File: src/design/ipv6p_pkg.sv
// ----------------------------------------------------------------------------
// ipv6p_pkg
// Shared widths, constants and the hex digit decoder for the IPv6 text
// address parser.
// ----------------------------------------------------------------------------
`default_nettype none

package ipv6p_pkg;

	localparam int CHAR_W      = 8;
	localparam int GROUP_W     = 16;
	localparam int GROUPS      = 8;
	localparam int DIGITS      = 4;
	localparam int HALF_W      = 64;
	localparam int COUNT_W     = $clog2(GROUPS + 1);
	localparam int GIDX_W      = $clog2(GROUPS);
	localparam int DCOUNT_W    = $clog2(DIGITS + 1);
	localparam int HEX_LETTER_BASE = 10;

	localparam logic [CHAR_W-1:0] CH_NUL   = 8'h00;
	localparam logic [CHAR_W-1:0] CH_COLON = 8'h3a;
	localparam logic [CHAR_W-1:0] CH_ZERO  = 8'h30;
	localparam logic [CHAR_W-1:0] CH_NINE  = 8'h39;
	localparam logic [CHAR_W-1:0] CH_LC_A  = 8'h61;
	localparam logic [CHAR_W-1:0] CH_LC_F  = 8'h66;
	localparam logic [CHAR_W-1:0] CH_UC_A  = 8'h41;
	localparam logic [CHAR_W-1:0] CH_UC_F  = 8'h46;

	typedef logic [GROUPS-1:0][GROUP_W-1:0] words_t;

	typedef struct packed {
		logic       is_hex;
		logic [3:0] nib;
	} hex_t;

	// Decode one character as a hex digit
	function automatic hex_t hex_decode(input logic [CHAR_W-1:0] c);
		hex_t              h;
		logic [CHAR_W-1:0] d;
		h = '0;
		d = '0;
		if (c >= CH_ZERO && c <= CH_NINE) begin
			d = c - CH_ZERO;
			h.is_hex = 1'b1;
		end else if (c >= CH_LC_A && c <= CH_LC_F) begin
			d = c - CH_LC_A + CHAR_W'(HEX_LETTER_BASE);
			h.is_hex = 1'b1;
		end else if (c >= CH_UC_A && c <= CH_UC_F) begin
			d = c - CH_UC_A + CHAR_W'(HEX_LETTER_BASE);
			h.is_hex = 1'b1;
		end
		h.nib = d[3:0];
		return h;
	endfunction

endpackage

`default_nettype wire

File: src/design/ipv6_text_address_parser_core.sv
// ----------------------------------------------------------------------------
// ipv6_text_address_parser_core
// Parses an IPv6 address given as text, one character per input word, and
// emits the 128-bit address with an ok flag when the terminating NUL arrives.
// ----------------------------------------------------------------------------
// Usage:
//   Input channel (in_valid/in_ready, char_code) carries one ASCII character
//   per word; a NUL (0) ends the string. Output channel (out_valid/out_ready)
//   carries one word per NUL: parse_ok, addr_high (groups 0..3) and addr_low
//   (groups 4..7). On any error parse_ok is 0 and both halves are 0.
//   Every character is handled in the cycle it is accepted: the scan state
//   and an assembled address register update at that edge, so the block takes
//   one character per cycle while no stalled result word holds in_ready low.
//   A NUL's result is in the output register the cycle after it is accepted.
//   Groups before "::" are written straight into their slot; groups after it
//   shift into the low end of the address register, so no search is needed
//   at the end of the string.
//   The output register is a single stage: while it holds a word that the
//   receiver stalls, in_ready is low; when the receiver takes it, a new
//   character can be accepted in the same cycle.
//   Reset (arst_n low) clears the scan state, the address register and the
//   output valid; the block is then at the start of a string.
// ----------------------------------------------------------------------------
`default_nettype none

module ipv6_text_address_parser_core (
	input  wire logic                            clk,
	input  wire logic                            arst_n,
	input  wire logic                            in_valid,
	output logic                                 in_ready,
	input  wire logic [ipv6p_pkg::CHAR_W-1:0]    char_code,
	output logic                                 out_valid,
	input  wire logic                            out_ready,
	output logic                                 parse_ok,
	output logic [ipv6p_pkg::HALF_W-1:0]         addr_high,
	output logic [ipv6p_pkg::HALF_W-1:0]         addr_low
);
	import ipv6p_pkg::*;

	// Scan phases
	localparam logic [2:0] PH_START       = 3'd0;
	localparam logic [2:0] PH_LEAD_COLON  = 3'd1;
	localparam logic [2:0] PH_IN_GROUP    = 3'd2;
	localparam logic [2:0] PH_AFTER_COLON = 3'd3;
	localparam logic [2:0] PH_AFTER_GAP   = 3'd4;
	localparam logic [2:0] PH_ERROR       = 3'd5;

	logic [2:0]          phase_q, phase_d;
	logic [COUNT_W-1:0]  count_q, count_d;
	logic                gap_q, gap_d;
	logic [COUNT_W-1:0]  gap_pos_q, gap_pos_d;
	logic [GROUP_W-1:0]  dval_q, dval_d;
	logic [DCOUNT_W-1:0] dcnt_q, dcnt_d;
	words_t              words_q, words_d, words_cmt;

	logic                out_valid_q;
	logic                parse_ok_q;
	words_t              res_words_q;

	logic                in_fire;
	logic                is_nul;
	logic                is_colon;
	logic                room;
	logic                cmt;
	logic                emit_ok;
	hex_t                hx;

	assign in_ready = !out_valid_q || out_ready;
	assign in_fire  = in_valid && in_ready;
	assign is_nul   = (char_code == CH_NUL);
	assign is_colon = (char_code == CH_COLON);
	assign hx       = hex_decode(char_code);
	assign room     = (count_q < COUNT_W'(GROUPS));

	// Address register with the current group stored: direct slot before
	// the gap, shift into the tail after it
	always_comb begin
		words_cmt = words_q;
		for (int i = 0; i < GROUPS; i++) begin
			if (!gap_q) begin
				if (count_q[GIDX_W-1:0] == GIDX_W'(i)) begin
					words_cmt[i] = dval_q;
				end
			end else if (i == GROUPS - 1) begin
				words_cmt[i] = dval_q;
			end else if (COUNT_W'(i) >= gap_pos_q) begin
				words_cmt[i] = words_q[(i + 1) % GROUPS];
			end
		end
	end

	// Next scan state
	always_comb begin
		phase_d   = phase_q;
		count_d   = count_q;
		gap_d     = gap_q;
		gap_pos_d = gap_pos_q;
		dval_d    = dval_q;
		dcnt_d    = dcnt_q;
		cmt       = 1'b0;
		emit_ok   = 1'b0;
		if (is_nul) begin
			if (phase_q == PH_IN_GROUP) begin
				cmt     = room;
				emit_ok = room && (gap_q || count_q == COUNT_W'(GROUPS - 1));
			end else if (phase_q == PH_AFTER_GAP) begin
				emit_ok = 1'b1;
			end
			phase_d   = PH_START;
			count_d   = '0;
			gap_d     = 1'b0;
			gap_pos_d = '0;
			dval_d    = '0;
			dcnt_d    = '0;
		end else begin
			unique case (phase_q) inside
				PH_START: begin
					if (is_colon) begin
						phase_d = PH_LEAD_COLON;
					end else if (hx.is_hex) begin
						dval_d  = GROUP_W'(hx.nib);
						dcnt_d  = DCOUNT_W'(1);
						phase_d = PH_IN_GROUP;
					end else begin
						phase_d = PH_ERROR;
					end
				end
				PH_LEAD_COLON: begin
					if (is_colon) begin
						gap_d     = 1'b1;
						gap_pos_d = '0;
						phase_d   = PH_AFTER_GAP;
					end else begin
						phase_d = PH_ERROR;
					end
				end
				PH_IN_GROUP: begin
					if (hx.is_hex) begin
						if (dcnt_q >= DCOUNT_W'(DIGITS)) begin
							phase_d = PH_ERROR;
						end else begin
							dval_d = {dval_q[GROUP_W-5:0], hx.nib};
							dcnt_d = dcnt_q + DCOUNT_W'(1);
						end
					end else if (is_colon && room) begin
						cmt     = 1'b1;
						count_d = count_q + COUNT_W'(1);
						dval_d  = '0;
						dcnt_d  = '0;
						phase_d = PH_AFTER_COLON;
					end else begin
						phase_d = PH_ERROR;
					end
				end
				PH_AFTER_COLON, PH_AFTER_GAP: begin
					if (hx.is_hex) begin
						if (room) begin
							dval_d  = GROUP_W'(hx.nib);
							dcnt_d  = DCOUNT_W'(1);
							phase_d = PH_IN_GROUP;
						end else begin
							phase_d = PH_ERROR;
						end
					end else if (is_colon && !gap_q && phase_q == PH_AFTER_COLON) begin
						gap_d     = 1'b1;
						gap_pos_d = count_q;
						phase_d   = PH_AFTER_GAP;
					end else begin
						phase_d = PH_ERROR;
					end
				end
				default: begin
					phase_d = PH_ERROR;
				end
			endcase
		end
		if (is_nul) begin
			words_d = '0;
		end else begin
			words_d = cmt ? words_cmt : words_q;
		end
	end

	// Scan state registers
	always_ff @(posedge clk or negedge arst_n) begin
		if (!arst_n) begin
			phase_q   <= PH_START;
			count_q   <= '0;
			gap_q     <= 1'b0;
			gap_pos_q <= '0;
			dval_q    <= '0;
			dcnt_q    <= '0;
			words_q   <= '0;
		end else if (in_fire) begin
			phase_q   <= phase_d;
			count_q   <= count_d;
			gap_q     <= gap_d;
			gap_pos_q <= gap_pos_d;
			dval_q    <= dval_d;
			dcnt_q    <= dcnt_d;
			words_q   <= words_d;
		end
	end

	// Output valid
	always_ff @(posedge clk or negedge arst_n) begin
		if (!arst_n) begin
			out_valid_q <= 1'b0;
		end else if (in_fire && is_nul) begin
			out_valid_q <= 1'b1;
		end else if (out_ready) begin
			out_valid_q <= 1'b0;
		end
	end

	// Output payload
	always_ff @(posedge clk) begin
		if (in_fire && is_nul) begin
			parse_ok_q <= emit_ok;
			if (!emit_ok) begin
				res_words_q <= '0;
			end else begin
				res_words_q <= cmt ? words_cmt : words_q;
			end
		end
	end

	assign out_valid = out_valid_q;
	assign parse_ok  = parse_ok_q;
	assign addr_high = {res_words_q[0], res_words_q[1], res_words_q[2], res_words_q[3]};
	assign addr_low  = {res_words_q[4], res_words_q[5], res_words_q[6], res_words_q[7]};

`ifndef SYNTH
	a_count_range: assert property (@(posedge clk) disable iff (!arst_n)
		count_q <= COUNT_W'(GROUPS))
		else $error("group count above eight");

	a_group_digits: assert property (@(posedge clk) disable iff (!arst_n)
		phase_q == PH_IN_GROUP |-> dcnt_q >= DCOUNT_W'(1) && dcnt_q <= DCOUNT_W'(DIGITS))
		else $error("group digit count out of range");

	a_gap_pos: assert property (@(posedge clk) disable iff (!arst_n)
		gap_pos_q <= count_q)
		else $error("gap position beyond stored groups");

	a_nul_clears: assert property (@(posedge clk) disable iff (!arst_n)
		in_fire && is_nul |=> phase_q == PH_START && count_q == '0 && !gap_q && out_valid)
		else $error("NUL did not restart scan and raise a result");

	a_err_zero: assert property (@(posedge clk) disable iff (!arst_n)
		out_valid && !parse_ok |-> addr_high == '0 && addr_low == '0)
		else $error("failed parse with nonzero address");
`endif

endmodule

`default_nettype wire

File: config.mk
export PLATFORM = sky130hd
export DESIGN_NAME = ipv6_text_address_parser_core
export DESIGN_NICKNAME = d
export VERILOG_FILES = /design/src/design/ipv6p_pkg.sv /design/src/design/ipv6_text_address_parser_core.sv
export SDC_FILE = /design/constraint.sdc
export NUM_CORES = 1
export LEC_CHECK = 0
export BUFFER_PORTS_ARGS = -buffer_cell sky130_fd_sc_hd__buf_4
export CAP_MARGIN = 20
export CORE_MARGIN = 3
export CORE_UTILIZATION = 54
export DETAILED_ROUTE_END_ITERATION = 10
export GPL_TIMING_DRIVEN = 0
export PLACE_DENSITY = 0.76
export SLEW_MARGIN = 20
export SYNTH_ARGS = -nofsm -noshare
export SYNTH_HDL_FRONTEND = slang
export SYNTH_SLANG_ARGS = --single-unit
File: constraint.sdc
create_clock -name clk -period 3.95 [get_ports clk]
set_input_delay 0.1975 -clock clk [delete_from_list [all_inputs] [get_ports clk]]
set_output_delay 0.1975 -clock clk [all_outputs]
set_load 0.05 [all_outputs]
# Yosys cells after proc, flatten, opt, wreduce, memory -nomap -nowiden
# Index checks and enable logic that the tools add are counted.
# Widths: inputs -> output; s select.
[op_classes]
n_addsub = 7
order_cmp = 15
eq_ne = 24
mux = 84
reduce_logical = 26
[op_table]
columns = ["op", "n"]
rows = [
  ["$mux 16", 31],
  ["$mux 128", 2],
  ["$mux 3", 16],
  ["$pmux 16 s3", 1],
  ["$mux 4", 11],
  ["$ne 3x3->1 const B", 7],
  ["$mux 1", 19],
  ["$ge 8x7->1 const B", 2],
  ["$le 8x7->1 const B", 2],
  ["$eq 3x3->1 const B", 5],
  ["$eq 3x2->1 const B", 4],
  ["$ge 3x4->1 const A", 3],
  ["$pmux 3 s4", 1],
  ["$sub 4x1->4 const B", 3],
  ["$logic_and 1x1->1", 9],
  ["$pmux 3 s3", 1],
  ["$add 4x4->4 const B", 2],
  ["$eq 8x6->1 const B", 1],
  ["$ge 1x4->1 const A", 2],
  ["$ge 2x4->1 const A", 2],
  ["$ge 8x6->1 const B", 1],
  ["$le 8x6->1 const B", 1],
  ["$logic_not 8->1", 1],
  ["$ne 4x3->1 const B", 2],
  ["other kinds (21)", 27],
]
[totals]
reg_bits = 289
inputBits = 12
out_inout_bits = 131
elab_cells = 180

# Depth between registers and ports, before layout
[logic_depth]
word_depth = 10
depth_mapped = 10
ltp_nobuf = 8

# Worst setup path after synthesis
# OpenSTA, ideal clock, no wires.
[synth_timing]
path_type = "register -> register"
start = "register out_valid_q (netlist: out_valid)"
end = "register words_q[64] (netlist bit)"
setup_time_ns = 0.121
arrival_ns = 4.972
required_ns = 3.829
path_slack_ns = -1.143
path_stages_with_launch = 8
n_path_buf = 2
synth_period_minus_slack_ns = 5.093
cell_sequence = "dfrtp_1 > nand2b_1 > nand4_1 > inv_1 > nor2_2 > buf_2 > buf_2 > a22o_1"
[synth_between]
elab_chain_cells = 3
[synth_rtl]
columns = ["item", "line", "source"]
rows = [
  ["start, declared", "ipv6_text_address_parser_core.sv:56", "logic out_valid_q;"],
  ["start signal, assigned", "ipv6_text_address_parser_core.sv:208", "out_valid_q <= 1'b0;"],
  ["start signal, assigned", "ipv6_text_address_parser_core.sv:210", "out_valid_q <= 1'b1;"],
  ["start signal, assigned", "ipv6_text_address_parser_core.sv:212", "out_valid_q <= 1'b0;"],
  ["$logic_not 1->1", "ipv6_text_address_parser_core.sv:68", "assign in_ready = !out_valid_q || out_ready;"],
  ["$logic_or 1x1->1", "ipv6_text_address_parser_core.sv:68", ""],
  ["net in_ready", "ipv6_text_address_parser_core.sv:30", "output logic in_ready,"],
  ["$logic_and 1x1->1", "ipv6_text_address_parser_core.sv:69", "assign in_fire = in_valid && in_ready;"],
  ["end signal, assigned", "ipv6_text_address_parser_core.sv:201", "words_q <= words_d;"],
  ["end, declared", "ipv6_text_address_parser_core.sv:54", "words_t words_q, words_d, words_cmt;"],
]
# The timed path passes the listed nets, and every way through them passes these cells.
# A chain may end at the register's enable or synchronous reset.

# Worst setup path after layout
[layout_timing]
start = "register count_q[3]"
end = "register res_words_q, in the netlist addr_high[31] (data pin)"
[layout_between]
elab_chain_cells = 7
elab_cells_between_ends = 13
cone_classes = "1 x order compare; 1 x eq/ne; 8 x mux; 3 x reduce/logical"
[layout_rtl]
columns = ["item", "line", "source"]
rows = [
  ["start, declared", "ipv6_text_address_parser_core.sv:49", "logic [COUNT_W-1:0] count_q, count_d;"],
  ["start signal, assigned", "ipv6_text_address_parser_core.sv:196", "count_q <= count_d;"],
  ["$lt 4x4->1", "ipv6_text_address_parser_core.sv:73", "assign room = (count_q < COUNT_W'(GROUPS));"],
  ["$logic_and 1x1->1", "ipv6_text_address_parser_core.sv:145", "end else if (is_colon && room) begin"],
  ["$mux 1", "ipv6_text_address_parser_core.sv:145", ""],
  ["$mux 1", "ipv6_text_address_parser_core.sv:138", "if (hx.is_hex) begin"],
  ["$mux 1", "ipv6_text_address_parser_core.sv:116", "unique case (phase_q) inside"],
  ["$mux 1", "ipv6_text_address_parser_core.sv:102", "if (is_nul) begin"],
  ["$mux 128", "ipv6_text_address_parser_core.sv:223", "res_words_q <= cmt ? words_cmt : words_q;"],
  ["end signal, assigned", "ipv6_text_address_parser_core.sv:223", ""],
  ["end, declared", "ipv6_text_address_parser_core.sv:58", "words_t res_words_q;"],
]
# Several ways; a longest one is shown, not always the timed one.

==> out/results.tsv <==
metric	value	unit
status	completed	
crit path kind	reg2reg	
fin nets	1859	
vias in the first global route	13400	
Ports	143	
Final Worst Setup Slack	0.778	ns
Post-DP HPWL	33800	um
crit-path most repeated cell	clkbuf_1	
combinational share of power	15.2	%
cell row count	61	
initial antenna violation count	0	
grt total ovfl	0	
cts bufs inserted	29	
TNS Setup	0	ns
Period Utilization, post-route	80.3	%
actual slew at the worst max-slew pin	1.18	ns
die width	176	um
Net Sw Power	1.98	mW
Met1 Wirelength	20100	um
clock transition at the registers of the reported paths	0.07	ns
Clock Tree Buf Depth	3	
ANT cells	0	
clock root cell	clkbuf_16	
critical path capture point type	flip-flop	
drt drc	0	
# hold bufs at CTS	2	
Worst Skew	0.0137	ns
Worst R2R Path Depth	7	
post-CTS resize count	0	
register area share after synthesis	50.5	%
Tmin final	3.17	ns
CP Data Required Time	4.26	ns
# Max-Cap Violations	0	
most frequent cells in the layout	nand2_1 (406), dfrtp_1 (159), buf_4 (141)	
max incr delay on CP	0.63	ns
Slew Limit Headroom	21.0	%
share of layout cells above drive strength 1	14.1	%
R2R Setup Slk	0.78	ns
Max Clock Freq	315	MHz
vias per std cell	6.38	
core area	28100	um^2
syn_area_per_cell	9.41	um^2
worst path cell trace	clkbuf_1 -> nand2b_1 -> a21o_1 -> clkbuf_1 -> clkbuf_1 -> nand2_1 -> a21oi_1	
VDD IR-drop max	294	uV
max layer used	met4	
wire per inst	21.9	um
first-pass GRT wire length	76500	um
Worst Setup SP	count_q[3]$_DFFE_PN0P_	
worst hold path type	in2reg	
clk sinks	289	
Final ANT Viol Nets	0	
Synth top area share	25.7	%
Vias	14300	
fin. max-slew vios	0	
mapped cell area	15600	um^2
FF-to-FF Start	count_q[3]$_DFFE_PN0P_	
met3 routed WL	5440	um
initial drt markers	1841	
Final Core Density	65.2	%
Seq pwr share	42.9	%
met2 WL	21000	um
WP data arrival	3.48	ns
syn_nets	1681	
Async SR Flop Fraction	55.4	%
Skew-Pair Late Insertion Delay	0.56	ns
final setup fails	0	
worst r2r dst	addr_high[31]$_SDFFCE_PN0P_	
EDFF count, synth	129	
final WL	49000	um
H-tree Lvls	1	
synthesized flop and latch total	289	
Area Growth Syn to Fin	17.4	%
Port Buffers	141	
Clock Power Share	41.9	%
Tot GR Track Use	31.2	%
die area	31000	um^2
synth warn	0	
WHS	0.161	ns
Synth area leader	dfrtp_1	
Starting Density	55.5	%
internal power	5.35	mW
post-CTS setup buffers	0	
CP max stage cell	clkbuf_1	
commonest non-fill, non-tap cell in the layout	nand2_1	
CTS tree	yes	
Cell Count, Final, Fillers Out	2235	
Main synth FF type	dfrtp_1	
Final Cell Area	18300	um^2
First-pass DRT Iterations	6	
largest net degree at the start of global routing	95	
GPL Wtd Cong	0.999	
RSZ-0062 raised after global routing	no	
Synth area leaders	dfrtp_1 (26%), edfxtp_1 (25%), nand2_1 (9.8%)	
Pleak	7.24	nW
crit path to	addr_high[31]$_SDFFCE_PN0P_	
Mapped Cells	1657	
Power Density	400	nW/um^2
synth unique cells	60	
Crit Path Max Fanout	10	
placed cells	2180	
final-report hold violation count	0	
sw frac	27.1	%
Die Y	176	um
pre-CTS setup slack	0.780	ns
Total Power	7.33	mW
CP Launch Type	flip-flop	
dpl cell area	17200	um^2
## power groups by stage
stage | logic, mW | registers, mW | clock network, mW
CTS | 1.08 | 3.14 | 3.10
detailed placement | 1.07 | 3.20 | 0
global placement | 1.04 | 3.20 | 0
floorplan | 0.760 | 3.20 | 0
global route | 1.22 | 3.14 | 3.22
finish | 1.11 | 3.14 | 3.07
## cells in the mapped netlist, drive strengths merged (16+ instances only)
cell type	n
a211oi	97
a21oi	107
a22o	125
a31oi	97
and2	51
and3	49
buf	28
clkbuf	134
dfrtp	160
edfxtp	129
mux2	21
mux2i	19
nand2	406
nor2	65
nor3	20
o21ai	34
o22a	16
o311ai	16
## registers in the layout (all words and copies together), names as in the netlist
register,flops
addr_high,64
addr_low,64
count_q,4
dcnt_q,3
dval_q,16
gap_pos_q,4
gap_q,1
out_valid,1
parse_ok,1
phase_q,3
words_q,128
## worst min-delay path by stage
stage / endpoint / slack, ns / cells past startpoint / startpoint
3_3_place_gp: out_valid$_DFFE_PN0P_ / 0.49 / 3 / out_ready
2_1_floorplan: count_q[0]$_DFFE_PN0P_ / -0.1 / 0 / arst_n
3_5_place_dp: words_q[59]$_DFFE_PN0P_ / 0.18 / 1 / arst_n
6_report: phase_q[0]$_DFFE_PN0P_ / 0.16 / 3 / in_valid
5_1_grt: phase_q[0]$_DFFE_PN0P_ / 0.15 / 3 / in_valid
4_1_cts: phase_q[0]$_DFFE_PN0P_ / 0.11 / 3 / in_valid
## cell families after synthesis
family / share of synthesized area (%)
xor+xnor: 0.169
simple gates: 18.1
buf+inv: 4.40
mux: 2.74
fa+ha+maj: 0.963
compound gates: 23.1
flops: 50.5
## worst max-delay path, delay by kind of cell, from the launching register on
family	cells	cell delay, ns
buffers and inverters	3	1.60
AOI/OAI and AO/OA	2	0.63
DFF	1	0.32
and+or+nand+nor	2	0.37
## final cells by class
cell class | instances | area [um^2]
clock buffer | 36 | 752
timing repair buffer | 147 | 1170
buffer | 162 | 654
sequential | 289 | 7880
inverter | 9 | 37.5
fill | 2309 | 9780
multi-input combinational | 1197 | 7040
tap | 378 | 473
clock inverter | 17 | 299
## per-layer routing
metal | vias to the layer above | global-route usage [%]
li1 | 6407 | -
met1 | 6827 | 45.0
met2 | 878 | 46.2
met3 | 148 | 6.24
met4 | 0 | 13.6
met5 | - | 0
Power figures use the tool's default switching activity.
